==> src/sv/prst_pkg.sv <==
`timescale 1ns / 1ps
// ----------------------------------------------------------------------------
// prst_pkg: shared types and constants of the point-add range-sum tree.
// Holds the field widths, request codes, controller states and the command
// and status bundles that pass between controller and datapath.
// ----------------------------------------------------------------------------
package prst_pkg;

    localparam int DEF_POSITIONS = 1024;

    localparam int IN_IDX_W = 10;
    localparam int DELTA_W  = 32;
    localparam int SUM_W    = 64;
    localparam int TDATA_IN_W  = 56;
    localparam int TDATA_OUT_W = 64;

    localparam logic REQ_ADD = 1'b0;
    localparam logic REQ_SUM = 1'b1;

    typedef enum logic [2:0] {
        ST_CLEAR,
        ST_IDLE,
        ST_ADD_RD,
        ST_ADD_WR,
        ST_SUM_STEP,
        ST_SUM_DONE
    } state_t;

    typedef struct packed {
        logic load;        // latch a request and set up the walk
        logic clr;         // write zero at the clear counter, advance it
        logic add_rd;      // read the current node of an add walk
        logic add_wr;      // write node plus delta back, move to parent
        logic sum_take_a;  // read node a, step a to the right
        logic sum_take_b;  // read node b-1, add it if b is odd, then halve a and b
        logic out_load;    // move the finished total to the output register
    } dp_cmd_t;

    typedef struct packed {
        logic clr_last;    // clear counter at the last node
        logic node_zero;   // add walk finished or position out of range
        logic a_lt_b;      // range walk still has nodes to visit
        logic a_odd;
        logic out_free;    // output register can take a new total
    } dp_stat_t;

endpackage

==> src/sv/prst_ctrl.sv <==
`timescale 1ns / 1ps
// ----------------------------------------------------------------------------
// prst_ctrl: controller of the point-add range-sum tree.
// Sequences the clearing pass, the leaf-to-root add walk and the
// two-pointer range walk, and drives the input handshake.
// ----------------------------------------------------------------------------
module prst_ctrl (
    input  logic                 aclk,
    input  logic                 aresetn,
    input  logic                 s_tvalid,
    input  logic                 req_type,
    input  prst_pkg::dp_stat_t   stat,
    output logic                 s_tready,
    output prst_pkg::dp_cmd_t    cmd
);

    prst_pkg::state_t state_reg, state_next;

    always_ff @(posedge aclk) begin
        if (!aresetn) begin
            state_reg <= prst_pkg::ST_CLEAR;
        end else begin
            state_reg <= state_next;
        end
    end

    always_comb begin
        state_next = state_reg;
        cmd        = '0;
        s_tready   = 1'b0;
        unique case (state_reg)
            prst_pkg::ST_CLEAR: begin
                cmd.clr = 1'b1;
                if (stat.clr_last) begin
                    state_next = prst_pkg::ST_IDLE;
                end
            end
            prst_pkg::ST_IDLE: begin
                s_tready = 1'b1;
                if (s_tvalid) begin
                    cmd.load   = 1'b1;
                    state_next = (req_type == prst_pkg::REQ_SUM) ?
                                 prst_pkg::ST_SUM_STEP : prst_pkg::ST_ADD_RD;
                end
            end
            prst_pkg::ST_ADD_RD: begin
                if (stat.node_zero) begin
                    state_next = prst_pkg::ST_IDLE;
                end else begin
                    cmd.add_rd = 1'b1;
                    state_next = prst_pkg::ST_ADD_WR;
                end
            end
            prst_pkg::ST_ADD_WR: begin
                cmd.add_wr = 1'b1;
                state_next = prst_pkg::ST_ADD_RD;
            end
            prst_pkg::ST_SUM_STEP: begin
                if (!stat.a_lt_b) begin
                    state_next = prst_pkg::ST_SUM_DONE;
                end else if (stat.a_odd) begin
                    cmd.sum_take_a = 1'b1;
                end else begin
                    cmd.sum_take_b = 1'b1;
                end
            end
            prst_pkg::ST_SUM_DONE: begin
                if (stat.out_free) begin
                    cmd.out_load = 1'b1;
                    state_next   = prst_pkg::ST_IDLE;
                end
            end
            default: begin
                state_next = prst_pkg::ST_IDLE;
            end
        endcase
    end

endmodule

==> config.mk <==
export PLATFORM = sky130hd
export DESIGN_NAME = prst_ctrl
export DESIGN_NICKNAME = d
export VERILOG_FILES = /design/src/sv/prst_pkg.sv /design/src/sv/prst_ctrl.sv
export SDC_FILE = /design/constraint.sdc
export NUM_CORES = 1
export LEC_CHECK = 0
export BUFFER_PORTS_ARGS = -buffer_cell sky130_fd_sc_hd__buf_4
export CORE_AREA = 3 3 40 42
export DETAILED_ROUTE_END_ITERATION = 10
export DIE_AREA = 0 0 43 45
export HOLD_SLACK_MARGIN = 0.12
export PLACE_DENSITY_LB_ADDON = 0.3
export SYNTH_ARGS = -nofsm -noshare
export SYNTH_HDL_FRONTEND = slang
export SYNTH_SLANG_ARGS = --single-unit
==> constraint.sdc <==
create_clock -name aclk -period 1.8 [get_ports aclk]
set_input_delay 0.36 -clock aclk [delete_from_list [all_inputs] [get_ports aclk]]
set_output_delay 0.36 -clock aclk [all_outputs]
set_load 0.02 [all_outputs]
Word level (Yosys, flattened, before mapping)
Index checks and enable logic that the tools add are counted.

Reduce and logical (&&, ||, !) cells: 2. Equal/unequal tests: 9. Mux-type cells: 20.

Operators by type and width (count): $pmux 3 s6 (1); $mux 3 (5); $mux 1 (11); $ne 2x2->1 const B (4); $eq 3x2->1 const B (2); $eq 3x3->1 const B (2); $mux 2 (3); $reduce_and 4->1 (1); $eq 3x1->1 const B (1); $logic_not 3->1 (1).

Word-level logic and storage cells: 32. Output and inout port bits: 8. Register bits: 3.

Depth between registers and ports, before layout
Gate-level depths: netlist of the first run.

Word-level depth: 3. Mapped depth: 4. Mapped depth without buffers: 3.

Least setup slack after synthesis of the first run
Ideal clock, no wire load.

Path kind: register to output. Start: reg state_reg[1]. End: out cmd[4] (netlist bit). Slack: 236 ps. Data arrival time: 1204 ps. Stages on the path, launching flop included: 4. Cells stage by stage: dfxtp_1 > buf_2 > inv_1 > nor4_1.

RTL lines: start, declared (RTL line prst_ctrl.sv:17) `prst_pkg::state_t state_reg, state_next;`; start signal, assigned (RTL line prst_ctrl.sv:21) `state_reg <= prst_pkg::ST_CLEAR;`; start signal, assigned (RTL line prst_ctrl.sv:23) `state_reg <= state_next;`; end, declared (RTL line prst_ctrl.sv:14) `output prst_pkg::dp_cmd_t cmd`.

==> results of run 1 <==
==> stage by stage <==
stage | hold slack, ns | instance area, sq um
5_1_grt | 0.3880 | 376.6
3_5_place_dp | 0.6104 | 350.3
3_3_place_gp | 0.6199 | 350.3
4_1_cts | 0.3811 | 376.6
2_1_floorplan | 0.4984 | 224.0
6_report | 0.3867 | 376.6
==> layer usage <==
layer	track usage [%]	vias to the layer above	routed length [um]
li1	-	139	-
met1	8.193	111	239
met2	11.98	15	296
met3	3.187	0	62
met4	5.422	0	0
met5	0	-	0
==> report_power, final <==
group / switching [W] / internal, W
sequential: 0.00000983 / 0.0000710
combinational: 0.0000319 / 0.0000346
clock: 0.0000335 / 0.0000830
==> cell usage after synthesis, drive strengths merged <==
library cell / count
a21oi: 3
and4: 1
nor4: 2
o21ai: 2
and3: 1
nand2b: 1
nor3b: 1
nor4b: 1
o2bb2ai: 1
nand2: 3
nor3: 1
buf: 2
nor2: 4
inv: 3
dfxtp: 3
and2: 1
==> kinds of logic after synthesis <==
kind of cell,share of synthesized area (%)
simple gates,47.49
compound gates,15.08
flops,26.82
buf+inv,10.61
==> worst paths after layout <==
kind                              startpoint      endpoint
worst min register to register  state_reg[2]  state_reg[1]
worst max register to register  state_reg[2]  state_reg[2]
worst min-delay path                 aresetn  state_reg[2]
worst max-delay path            state_reg[1]        cmd[4]
==> cell type report <==
| class | instances | area (sq um) | area share [%] |
|---|---|---|---|
| timing repair buffer | 16 | 120.1 | 31.89 |
| clock buffer | 4 | 26.28 | 6.977 |
| inverter | 3 | 11.26 | 2.990 |
| tap | 15 | 18.77 | 4.983 |
| multi-input combinational | 22 | 140.1 | 37.21 |
| sequential | 3 | 60.06 | 15.95 |
==> cells in the final DEF (no fill, tap or decap) <==
cell	instances
nor3_1	1
inv_1	3
and2_1	1
clkbuf_1	1
o21ai_0	2
dfxtp_1	3
nor4b_2	1
and4_1	1
nor2_1	3
o2bb2ai_1	1
nor2_2	1
and3_1	1
buf_4	16
a21oi_1	3
clkbuf_4	3
nor4_1	2
nand2_1	2
nand2b_4	1
nor3b_1	1
nand2_2	1
==> flow_summary_export.csv, run 1 <==
group,metric,value,unit
final_layout,drive_gt1_share,47.92,%
worst_hold_path,min_path_cells,2,
cts,cts.sinks,3,
routing,dr.pass1.iters,4,
synth,ys_seq_elements,3,
synth,ys_top_cells_by_area,"dfxtp_1, a21oi_1, nor4b_2, nand2b_4, nor4_1",
timing,setup-violations-final,0,
critical_path,crit_fanout,9,
global_route,grt_pass1_wl,1076,um
cts,htree_levels,1,
floorplan,die_x,43,um
floorplan,initial_core_util,17.43,%
critical_path,cpMaxStageDelayCell,"dfxtp_1",
final_layout,diodes,0,
cts,cts_tree,"done",
cts,cts_max_path_buffers,2,
timing,fin_crit,1.652,ns
critical_path,endpoint_kind,"output pin",
critical_path,path_buf_inv,2,
synth,syn_inst,30,
timing,grt_setup_unrepaired,"false",
global_route,grt_max_degree,10,
global_route,groute.usage.overall,7.577,%
cts,ctsHoldBuffers,0,
routing,num_vias,265,
final_layout,n_fill_cell,148,
final_layout,syn_to_final_growth,68.16,%
cts,clock_latency,0.23,ns
timing,tightest_slew,0.3181,ns
synth,yosysWarnings,0,
critical_path,cp_cell_sequence,"inv_1 -> nor4_1 -> buf_4",
timing,finalHoldViolCount,0,
synth,synth_top_area_share,26.82,%
floorplan,coreArea,0.001285,sq mm
critical_path,cpPeakStageDelay,0.50,ns
run_status,outcome,"finished, final reports clean",
cts,postCtsSetupRepairBufs,0,
place,post-place-cells,59,
timing,final.period_utilization,91.78,%
critical_path,cp.depth,3,
timing,maxSlewViolCount,0,
timing,tns,0,ns
final_layout,largest_reg_flops,3,
place,place.gp.congestion,0.6625,
timing,slew_headroom,78.76,%
place,port_buffers,16,
floorplan,dieArea,0.001935,sq mm
critical_path,start_kind,"register",
place,hpwl,482.1,um
floorplan,die_y,45,um
final_layout,layout.cells.non_filler,63,
cts,post_cts_resized,0,
synth,syn_area,224.0,sq um
critical_path,reg2reg_depth,3,
critical_path,worstPathRequired,1.44,ns
worst_hold_path,hold_path_class,"input pin to register",
place,place_ws,0.3936,ns
critical_path,path_class,"register to output pin",
critical_path,rrSetupSlack,0.79,ns
floorplan,top_level_ports,17,
critical_path,critPathArrivalTime,1.29,ns
timing,clock.fmax,0.6053,GHz
critical_path,cp_top_family,"flip-flops",
power,finalPower,0.0002639,W
synth,yosysUniqueCellTypes,19,
routing,drt_wl_total,598,um
power,p_per_area,700.7,mW/mm^2
power,leakagePower,0.1729,nW
power,ir_drop,320.9,uV
cts,clk_pin_slew_worst_paths,0.04,ns
routing,drc_errors,0,
global_route,grt_pass1_vias,277,
routing,drt_iter0_drc,3,
timing,finalWorstSetupSlack,0.1480,ns
cts,cts_root_buf,"clkbuf_4",
synth,synth_area_leader_cell,"dfxtp_1",
final_layout,final_util,29.31,%
global_route,antenna_found_initial,0,
final_layout,nets,58,
cts,numCtsBuffers,3,
routing,wire_per_inst,9.492,um
synth,synth_area_per_cell,7.466,sq um
flow_run,maxCapViolations,0,
global_route,grt-ovfl-total,0,
routing,antenna_left,0,
synth,syn_nets,39,
floorplan,rows,13,
timing,skew,0.001385,ns
synth,synth-seq-area-share,26.82,%
routing,routed_via_density,4.206,
No activity file was read; power rests on OpenSTA's default activity.
==> inputs of run 2 (changes only) <==
Settings changed: CAP_MARGIN set to 20, PLACE_DENSITY_LB_ADDON 0.3 to not set.
==> flow_summary_export.csv, run 2 (synthesis results as in run 1) <==
group,metric,value,unit
run_status,outcome,"finished, final reports clean",
cts,clk_pin_slew_worst_paths,0.04,ns
timing,clock.fmax,0.6122,GHz
cts,cts_tree,"done",
critical_path,crit_fanout,9,
power,p_per_area,711.1,mW/mm^2
global_route,antenna_found_initial,0,
place,placed_area,350.3,sq um
cts,cts_root_buf,"clkbuf_4",
critical_path,critPathArrivalTime,1.27,ns
floorplan,dieArea,0.001935,sq mm
routing,drc_errors,0,
flow_run,maxCapViolations,0,
timing,tightest_slew,0.3102,ns
worst_hold_path,hold_path_class,"input pin to register",
cts,numCtsBuffers,3,
final_layout,largest_reg_flops,3,
floorplan,top_level_ports,17,
timing,finalHoldViolCount,0,
critical_path,endpoint_kind,"output pin",
final_layout,final_cell_mix,"buf_4, inv_1, nor2_1, a21oi_1, clkbuf_4",
timing,slew_headroom,79.29,%
routing,routed_via_density,4.079,
cts,clock_latency,0.24,ns
power,finalPower,0.0002687,W
global_route,groute.usage.overall,7.910,%
final_layout,drive_gt1_share,50.00,%
critical_path,start_kind,"register",
final_layout,diodes,0,
cts,ctsHoldBuffers,0,
floorplan,die_y,45,um
floorplan,initial_core_util,17.43,%
global_route,grt-ovfl-total,0,
cts,cts_max_path_buffers,2,
routing,dr.pass1.iters,2,
final_layout,final_area,377.9,sq um
timing,whs,0.3709,ns
routing,antenna_left,0,
cts,cts.sinks,3,
timing,tns,0,ns
routing,drt_iter0_drc,4,
power,ir_drop,216.6,uV
routing,wire_per_inst,10.56,um
place,hpwl,515.5,um
floorplan,rows,13,
routing,num_vias,257,
floorplan,coreArea,0.001285,sq mm
cts,postCtsSetupRepairBufs,0,
floorplan,die_x,43,um
final_layout,final_common_cell,"buf_4",
critical_path,path_class,"register to output pin",
place,port_buffers,16,
cts,htree_levels,1,
power,leakagePower,0.1734,nW
global_route,grt_pass1_wl,1062,um
routing,drt_wl_total,665,um
critical_path,worstPathRequired,1.44,ns
global_route,grt_max_degree,10,
timing,setup-violations-final,0,
global_route,grt_pass1_vias,291,
timing,grt_setup_unrepaired,"false",
timing,maxSlewViolCount,0,
timing,fin_crit,1.633,ns
final_layout,syn_to_final_growth,68.71,%
place,place.gp.congestion,0.7761,
timing,skew,0.003473,ns
final_layout,nets,58,
timing,final.period_utilization,90.74,%
==> run 2: area by class of cell <==
| cell class | count | area (sq um) |
|---|---|---|
| Clock buffer | 4 | 26.28 |
| Fill cell | 152 | 907.1 |
| Inverter | 3 | 11.26 |
| Multi-Input combinational cell | 22 | 140.1 |
| Sequential cell | 3 | 61.31 |
| Tap cell | 15 | 18.77 |
| Timing Repair Buffer | 16 | 120.1 |
==> run 2: worst paths after layout <==
path                              startpoint            to  slack [ns]  depth (start not counted)
worst max-delay path            state_reg[2]        cmd[6]        0.17                          4
worst min-delay path                 aresetn  state_reg[2]        0.37                          2
worst max register to register  state_reg[2]  state_reg[2]        0.77                          3
worst min register to register  state_reg[1]  state_reg[0]        0.61                          2
==> run 2: what timing repair did <==
item / 4_1_cts / 5_1_grt
gates resized for setup: 0 / 1
setup endpoints to repair: 0 / 1
hold endpoints to repair: 0 / 0
==> run 2: per-stage QoR <==
| stage | setup slack, ns | util, % | cells |
|---|---|---|---|
| after floorplan | 0.2359 | - | 30 |
| final | 0.1666 | 29.41 | 63 |
| after global placement | 0.3967 | 27.26 | 59 |
| after detailed placement | 0.3982 | 27.26 | 59 |
| after CTS | 0.1453 | 29.31 | 63 |
| after global routing | 0.1119 | 29.41 | 63 |
==> run 2: worst max-delay path, cell delays in order (launching register included) <==
cell      delay (ns)
dfxtp_1         0.49
nand2b_4        0.21
nor2_2          0.04
and2_1          0.15
buf_4           0.15
==> run 2: power by group <==
group          switching [W]  total [W]  leakage [nW]  internal (W)
logic              0.0000321  0.0000668         0.133     0.0000347
registers          0.0000101  0.0000813        0.0251     0.0000712
clock network      0.0000374   0.000121        0.0150     0.0000832
total              0.0000796   0.000269         0.173      0.000189
==> run 2: metal layers <==
layer  up-vias  routed length [um]  track usage (%)
met5         -                   0                0
met4         0                   0            10.84
met3         0                  37            1.195
met2         9                 324            13.17
met1       110                 302            7.229
li1        138                   -                -
==> inputs of run 3 (changes only) <==
Settings changed: REMOVE_ABC_BUFFERS set to 1.
==> flow_summary_export.csv, run 3 (synthesis results as in run 1) <==
group,metric,value,unit
critical_path,start_kind,"register",
run_status,outcome,"finished, final reports clean",
cts,post_cts_resized,0,
critical_path,path_class,"register to output pin",
timing,setup-violations-final,0,
cts,ctsHoldBuffers,0,
cts,cts_max_path_buffers,2,
floorplan,dieArea,0.001935,sq mm
power,cell_internal_pwr,0.0001888,W
timing,tightest_slew,0.3159,ns
final_layout,largest_reg_flops,3,
critical_path,critPathArrivalTime,1.28,ns
power,p_per_area,706.7,mW/mm^2
floorplan,die_y,45,um
worst_hold_path,hold_path_class,"input pin to register",
cts,clock_latency,0.23,ns
place,hpwl,500.1,um
power,power_switching,0.00007735,W
floorplan,coreArea,0.001285,sq mm
final_layout,n_fill_cell,140,
power,seqPwrFrac,30.3,%
routing,wire_per_inst,9.857,um
cts,htree_levels,1,
critical_path,endpoint_kind,"output pin",
global_route,grt_pass1_wl,979,um
cts,numCtsBuffers,3,
cts,cts_root_buf,"clkbuf_4",
critical_path,cp_cell_sequence,"inv_1 -> nor4_1 -> buf_4",
critical_path,cpPeakStageDelay,0.49,ns
critical_path,cpMaxStageDelayCell,"dfxtp_1",
floorplan,top_level_ports,17,
critical_path,worstPathRequired,1.44,ns
timing,clock.fmax,0.6097,GHz
final_layout,ff_latch_area,60.06,sq um
place,port_buffers,16,
routing,drc_errors,0,
final_layout,layout.cells.non_filler,63,
cts,cts_tree,"done",
power,swShare,29.06,%
timing,slew_headroom,78.91,%
final_layout,drive_gt1_share,47.92,%
power,pwr-share-clk,44.6,%
place,place_ws,0.3853,ns
power,ir_drop,225.2,uV
final_layout,diodes,0,
power,leakagePower,0.1729,nW
routing,num_vias,278,
critical_path,path_buf_inv,2,
global_route,antenna_found_initial,0,
timing,finalHoldViolCount,0,
global_route,grt-ovfl-total,0,
flow_run,maxCapViolations,0,
place,place.gp.congestion,0.7630,
place,post-place-cells,59,
timing,final.period_utilization,91.11,%
floorplan,initial_core_util,17.43,%
global_route,grt_max_degree,10,
timing,tns,0,ns
floorplan,die_x,43,um
routing,drt_wl_total,621,um
routing,drt_iter0_drc,5,
timing,grt_setup_unrepaired,"false",
cts,cts.sinks,3,
timing,skew,0.002813,ns
timing,finalWorstSetupSlack,0.1600,ns
critical_path,cp_top_family,"flip-flops",
routing,antenna_left,0,
critical_path,crit_fanout,9,
global_route,grt_pass1_vias,257,
power,power_frac_comb,25.1,%
timing,maxSlewViolCount,0,
final_layout,syn_to_final_growth,68.16,%
final_layout,multi_input_area,140.1,sq um
final_layout,nets,58,
final_layout,final_common_cell,"buf_4",
global_route,groute.usage.overall,7.077,%
timing,fin_crit,1.640,ns
floorplan,rows,13,
routing,routed_via_density,4.413,
cts,postCtsSetupRepairBufs,0,
cts,clk_pin_slew_worst_paths,0.04,ns
routing,dr.pass1.iters,4,
[run 3: changes by cell type in the layout (fill, tap and decap cells not counted)]
| cell | change |
|---|---|
| dfxtp_1 | +1 |
| dfxtp_2 | -1 |
[run 3: power by group through the flow]
stage,combinational [W],clock [W],sequential (W)
2_1_floorplan,0.0000353,0,0.0000797
3_3_place_gp,0.0000666,0,0.0000819
3_5_place_dp,0.0000673,0,0.0000817
4_1_cts,0.0000676,0.000125,0.0000806
5_1_grt,0.0000739,0.000127,0.0000816
6_report,0.0000668,0.000119,0.0000806
[run 3: worst reg2reg max path, delay by kind of cell, from the launching register on]
kind,cells,cell delay (ns)
flops,1,0.46
simple gates,2,0.38
compound gates,1,0.06
[run 3: final timing paths]
kind	startpoint	to	slack [ns]	depth (start not counted)
min reg2reg	state_reg[2]	state_reg[1]	0.60	1
max reg2reg	state_reg[2]	state_reg[2]	0.79	3
min	aresetn	state_reg[2]	0.39	2
max	state_reg[1]	cmd[4]	0.16	3
[run 3: per-layer routing]
layer  track usage, %  routed length (um)  vias up
li1                 -                   -      142
met1            7.952                 261      122
met2            9.880                 292       14
met3            1.594                  67        0
met4            9.036                   0        0
met5                0                   0        -
[run 3: stage by stage]
stage	area [sq um]	hold WS [ns]	utilization (%)	power, W
5_1_grt	376.6	0.3866	29.31	0.0002823
4_1_cts	376.6	0.3804	29.31	0.0002737
3_3_place_gp	350.3	0.5981	27.26	0.0001486
6_report	376.6	0.3874	29.31	0.0002662
3_5_place_dp	350.3	0.5928	27.26	0.0001491
2_1_floorplan	211.5	0.4984	-	0.0001150
[run 3: cell type report]
type / instances / share of cell area [%]
repair buffers: 16 / 31.89
flip-flops and latches: 3 / 15.95
multi-input cells: 22 / 37.21
clock buffers: 4 / 6.977
inverters: 3 / 2.990
well taps: 15 / 4.983
